[src/rtl/core/dual_stack_shared_memory_defines.svh]
// Assertion macros shared by the RTL of the dual stack block.
// No dependencies; included by files that carry concurrent checks.
`ifndef DUAL_STACK_SHARED_MEMORY_DEFINES_SVH
`define DUAL_STACK_SHARED_MEMORY_DEFINES_SVH

// expr must never hold outside reset
`define DSSM_ASSERT_NEVER(lbl, clk, rst, expr, msg) \
   lbl: assert property (@(posedge clk) disable iff (rst) !(expr)) else $error(msg);

// ante implies cons in the same cycle
`define DSSM_ASSERT_IMPLIES(lbl, clk, rst, ante, cons, msg) \
   lbl: assert property (@(posedge clk) disable iff (rst) (ante) |-> (cons)) else $error(msg);

// ante implies cons in the next cycle
`define DSSM_ASSERT_NEXT(lbl, clk, rst, ante, cons, msg) \
   lbl: assert property (@(posedge clk) disable iff (rst) (ante) |=> (cons)) else $error(msg);

`endif

[src/rtl/core/dssm_pkg.sv]
// Shared types, codes and constants of the dual stack block.
// No dependencies; imported by every RTL module of the block but dssm_ram.
package dssm_pkg;

   localparam int unsigned DATA_W        = 32;
   localparam int unsigned CAP_W         = 11;
   localparam int unsigned OP_W          = 2;
   localparam int unsigned STATUS_W      = 2;
   localparam int unsigned DEPTH_DEFAULT = 1024;
   localparam int unsigned QUEUE_DEPTH   = 2;

   typedef enum logic [OP_W-1:0] {
      OP_PUSH_ONE = 2'd0,
      OP_PUSH_TWO = 2'd1,
      OP_POP_ONE  = 2'd2,
      OP_POP_TWO  = 2'd3
   } op_type;

   typedef enum logic [STATUS_W-1:0] {
      ST_OK        = 2'd0,
      ST_OVERFLOW  = 2'd1,
      ST_UNDERFLOW = 2'd2
   } status_type;

   // one classified request, front to back
   typedef struct packed {
      logic                  wr;
      logic                  rd;
      logic [CAP_W-1:0]      addr;
      logic [DATA_W-1:0]     data;
      status_type            status;
   } cmd_type;

   typedef struct packed {
      logic [DATA_W-1:0]     value;
      status_type            status;
   } rsp_type;

   // capacity saturates at the array depth
   function automatic logic [CAP_W-1:0] clamp_cap(input logic [CAP_W-1:0] v,
                                                  input int unsigned depth);
      logic [CAP_W-1:0] r;
      r = v;
      if (32'(v) > depth) begin
         r = CAP_W'(depth);
      end
      return r;
   endfunction

endpackage

[src/rtl/core/dssm_cmd_fifo.sv]
// Short request queue between the front and back parts.
// Depends on dssm_pkg.
module dssm_cmd_fifo (
   input  logic              clock,
   input  logic              reset,
   input  logic              push,
   input  dssm_pkg::cmd_type push_cmd,
   output logic              full,
   input  logic              pop,
   output dssm_pkg::cmd_type pop_cmd,
   output logic              empty
);
   import dssm_pkg::*;

   localparam int unsigned PTR_W = $clog2(QUEUE_DEPTH);
   localparam int unsigned CNT_W = $clog2(QUEUE_DEPTH + 1);

   cmd_type          slot_ff [QUEUE_DEPTH];
   logic [PTR_W-1:0] wptr_ff, wptr_in;
   logic [PTR_W-1:0] rptr_ff, rptr_in;
   logic [CNT_W-1:0] count_ff, count_in;

   assign full    = (count_ff == CNT_W'(QUEUE_DEPTH));
   assign empty   = (count_ff == '0);
   assign pop_cmd = slot_ff[rptr_ff];

   always_comb begin
      wptr_in  = wptr_ff;
      rptr_in  = rptr_ff;
      count_in = count_ff;
      if (push) begin
         wptr_in = (wptr_ff == PTR_W'(QUEUE_DEPTH - 1)) ? '0 : wptr_ff + 1'b1;
      end
      if (pop) begin
         rptr_in = (rptr_ff == PTR_W'(QUEUE_DEPTH - 1)) ? '0 : rptr_ff + 1'b1;
      end
      if (push && !pop) begin
         count_in = count_ff + 1'b1;
      end else if (pop && !push) begin
         count_in = count_ff - 1'b1;
      end
   end

   always_ff @(posedge clock) begin
      if (reset) begin
         wptr_ff  <= '0;
         rptr_ff  <= '0;
         count_ff <= '0;
      end else begin
         wptr_ff  <= wptr_in;
         rptr_ff  <= rptr_in;
         count_ff <= count_in;
      end
   end

   always_ff @(posedge clock) begin
      if (push) begin
         slot_ff[wptr_ff] <= push_cmd;
      end
   end

endmodule

[config.mk]
export PLATFORM = sky130hd
export DESIGN_NAME = dssm_cmd_fifo
export DESIGN_NICKNAME = d
export VERILOG_FILES = /design/src/rtl/core/dual_stack_shared_memory_defines.svh /design/src/rtl/core/dssm_pkg.sv /design/src/rtl/core/dssm_cmd_fifo.sv
export SDC_FILE = /design/constraint.sdc
export NUM_CORES = 1
export LEC_CHECK = 0
export ABC_AREA = 1
export BUFFER_PORTS_ARGS = -buffer_cell sky130_fd_sc_hd__buf_2
export CORE_ASPECT_RATIO = 0.5
export CORE_MARGIN = 2
export CORE_UTILIZATION = 40
export DETAILED_ROUTE_END_ITERATION = 10
export MAX_ROUTING_LAYER = met4
export PLACE_DENSITY = 0.6
export SLEW_MARGIN = 20
export SYNTH_ARGS = -nofsm -noshare
export SYNTH_HDL_FRONTEND = slang
export SYNTH_SLANG_ARGS = --single-unit
[constraint.sdc]
create_clock -name clock -period 3.1 [get_ports clock]
set_input_delay 0.31 -clock clock [delete_from_list [all_inputs] [get_ports clock]]
set_output_delay 0.31 -clock clock [all_outputs]
set_load 0.005 [all_outputs]
==> parameters.txt <==
Parameter                              Value

Status
  Run status ... finished, final reports clean

Finish
  Ratio of cells with drive above 1 in the final layout ... 57.68%
  Flip-flop and latch area ... 0.002924 mm^2
  Area added between synthesis and finish ... 24.75%
  Final instance area ... 0.004667 mm^2
  Filler cells ... 728
  Multi-input gate area ... 742.0 um^2
  Most used cells in the layout excluding fill and tap cells ... buf_2, edfxtp_1, mux2_4
  Diode insertion count for antenna repair ... 0
  Fin nets ... 340
  Most frequent standard cell in the layout excluding fill and tap cells ... buf_2

STA
  Unrepaired setup endpoints after global routing ... no
  Final setup violation count ... 0
  Maximum clock rate ... 534.2 MHz
  Worst-case headroom to the max-slew limit ... 43.79%
  Final worst path period need ... 1.872 ns
  Transition time at the pin with the least slew margin ... 0.8431 ns
  Post-route setup TNS ... 0 ns
  Count of endpoints failing hold in the final timing report ... 0
  Count of final max-slew check failures ... 0
  Clock Skew ... 0.003870 ns
  Post-route clock period utilization ... 60.38%

Clock network
  Library cell used as clock root buffer ... clkbuf_16
  Number of H-tree branching levels ... 3
  CTS sink count ... 99
  Clock Path Buffers ... 2
  Number of buffers inserted by hold repair at cts ... 0
  Clock-pin transition on the worst setup and hold timing paths ... 0.06 ns
  Post-CTS Setup Bufs ... 0
  Later-pin clock latency in the skew report ... 0.33 ns
  CTS tree ... done
  TritonCTS Buffers ... 9
  Post-cts gate resize count ... 0

Floorplanning
  Die Footprint ... 0.01019 mm^2
  Number of primary I/O pins ... 100
  Placeable core region ... 0.008889 mm^2
  Initial standard-cell utilization of the core ... 42.09%
  Floorplan die width ... 140.8 um
  Die Y-Extent ... 72.39 um
  Core Rows ... 24

Logic synthesis
  Register bit total from synthesis ... 99
  Largest cells by area after synthesis ... edfxtp_1, mux2_4, mux2_2
  Count of yosys warnings during synthesis ... 0
  Synthesized area ... 0.003741 mm^2
  Post-Synthesis Net Count ... 231
  Dominant cell type by area after synthesis ... edfxtp_1
  Count of mapped cells out of synthesis ... 179
  Area share of the largest cell type after synthesis ... 75.45%
  Sequential area share after synthesis ... 78.13%
  Yosys cell types ... 16
  Mean post-synth cell area ... 20.90 um^2

Critical path
  Crit path capture ... pop_cmd[32]
  Critical Setup Path Class ... reg -> out
  Crit-path max FO ... 22
  Data arrival at the endpoint of the critical path ... 1.56 ns
  Endpoint required time on the critical path ... 2.79 ns
  Critical Path Sink Type ... primary output
  Kind of launch point of the worst setup path ... flop
  Register-to-register setup slack ... 1.40 ns
  Startpoint of the lowest-slack register-to-register path ... wptr_ff$_SDFFE_PP0P_
  Terminus of the critical flop-to-flop path ... slot_ff[0][3]$_DFFE_PP_
  Number of cell instances on the worst register-to-register path ... 2

Global routing
  Combined global-route utilization of all metal layers ... 13.14%
  Wire length of the first global-routing pass ... 9542 um
  Vias in the first global route ... 1977
  Sum of overflow across all layers after global routing ... 0
  Maximum number of pins on one net before global-route repair ... 49
  Number of antenna violations at the first check in global routing ... 0

Placement
  Port Buffer Count ... 99
  Final Wtd Congestion ... 0.6611
  Cell area after placement ... 0.004372 mm^2
  Detailed placement HPWL ... 4370 um

Route
  Number of remaining DRC errors ... 0
  Initial detailed-routing violation count ... 85
  Via-to-Cell Ratio ... 4.468
  Total number of vias ... 1832
  WL final ... 6341 um
  Wire length per cell ... 15.47 um
  Pre-Repair DR Iteration Count ... 4
  Post-route antenna net violation count ... 0

Run
  Max Cap Violations ... 0

Power and ir drop
  Worst vdd rail ir drop ... 0.2966 mV
  Static Leakage ... 1.860 nW
  Power per Cell Area ... 632.8 mW/mm^2
  Design Power ... 2.953 mW

Min path
  Min-delay worst type ... in -> reg
## kinds of logic (layout without fill, tap and decap cells)
family	after synthesis	count (layout)	synth area share, %
buffers and inverters	14	128	2.241
AO/OA/AOI/OAI	2	2	0.2673
adder cells (fa/ha/maj)	1	1	0.3344
multiplexers	47	47	17.16
flip-flops	99	99	78.13
AND/OR/NAND/NOR	15	15	1.639
XOR/XNOR	1	1	0.2342
## metal layers
metal / track usage (%) / up-vias / wire (um)
li1: - / 895 / -
met1: 12.83 / 889 / 2528
met2: 23.90 / 44 / 3421
met3: 5.347 / 4 / 339
met4: 5.000 / 0 / 51
met5: - / - / 0
## critical path: stages, from the launching register on
cell and delay (ns):
dfxtp_2 0.35, buf_4 0.36, mux2_2 0.38, buf_2 0.12
## power by group
| part | total, mW | switching [mW] | internal (mW) |
|---|---|---|---|
| Clock | 1.08 | 0.441 | 0.640 |
| Combinational | 0.306 | 0.139 | 0.166 |
| Sequential | 1.57 | 0.0202 | 1.55 |
| Total | 2.95 | 0.601 | 2.35 |
## synthesized netlist by cell type (all sizes together)
| cell type | number |
|---|---|
| nor2 | 7 |
| a21oi | 1 |
| o21ai | 1 |
| inv | 9 |
| nor3 | 1 |
| nand2 | 5 |
| mux2 | 47 |
| nand3 | 1 |
| edfxtp | 94 |
| dfxtp | 5 |
| ha | 1 |
| nand4 | 1 |
| buf | 5 |
| xnor2 | 1 |
## registers in the layout (all words and copies together) (netlist names), named ones only
name / cells
slot_ff: 94
count_ff: 2
rptr_ff: 1
wptr_ff: 1
## final cells by class
cell class | instances | area share, %
sequential | 99 | 62.65
inverter | 9 | 0.7507
tap | 117 | 3.137
timing repair buffer | 103 | 11.26
clock inverter | 6 | 1.180
clock buffer | 10 | 5.121
multi-input combinational | 66 | 15.90
## worst min-delay path by stage
stage | slack [ns] | cells past startpoint | startpoint | end
after floorplan | 0.38 | 1 | reset | flop
after global placement | 0.50 | 1 | push_cmd[26] | slot_ff[0][26]$_DFFE_PP_
after detailed placement | 0.50 | 1 | push_cmd[19] | slot_ff[0][19]$_DFFE_PP_
after CTS | 0.15 | 1 | push_cmd[31] | slot_ff[0][31]$_DFFE_PP_
after global routing | 0.14 | 1 | push_cmd[31] | slot_ff[1][31]$_DFFE_PP_
final | 0.17 | 1 | push_cmd[13] | slot_ff[1][13]$_DFFE_PP_
## stage by stage
stage	std cells	util (%)	hold WS (ns)	setup slack, ns
2_1_floorplan	179	-	0.3824	0.3224
3_3_place_gp	394	49.18	0.4985	1.267
3_5_place_dp	394	49.18	0.5016	1.206
4_1_cts	410	52.49	0.1467	1.188
5_1_grt	410	52.51	0.1448	1.142
6_report	410	52.51	0.1655	1.228
Note: power is estimated with default switching activity, not from simulation.
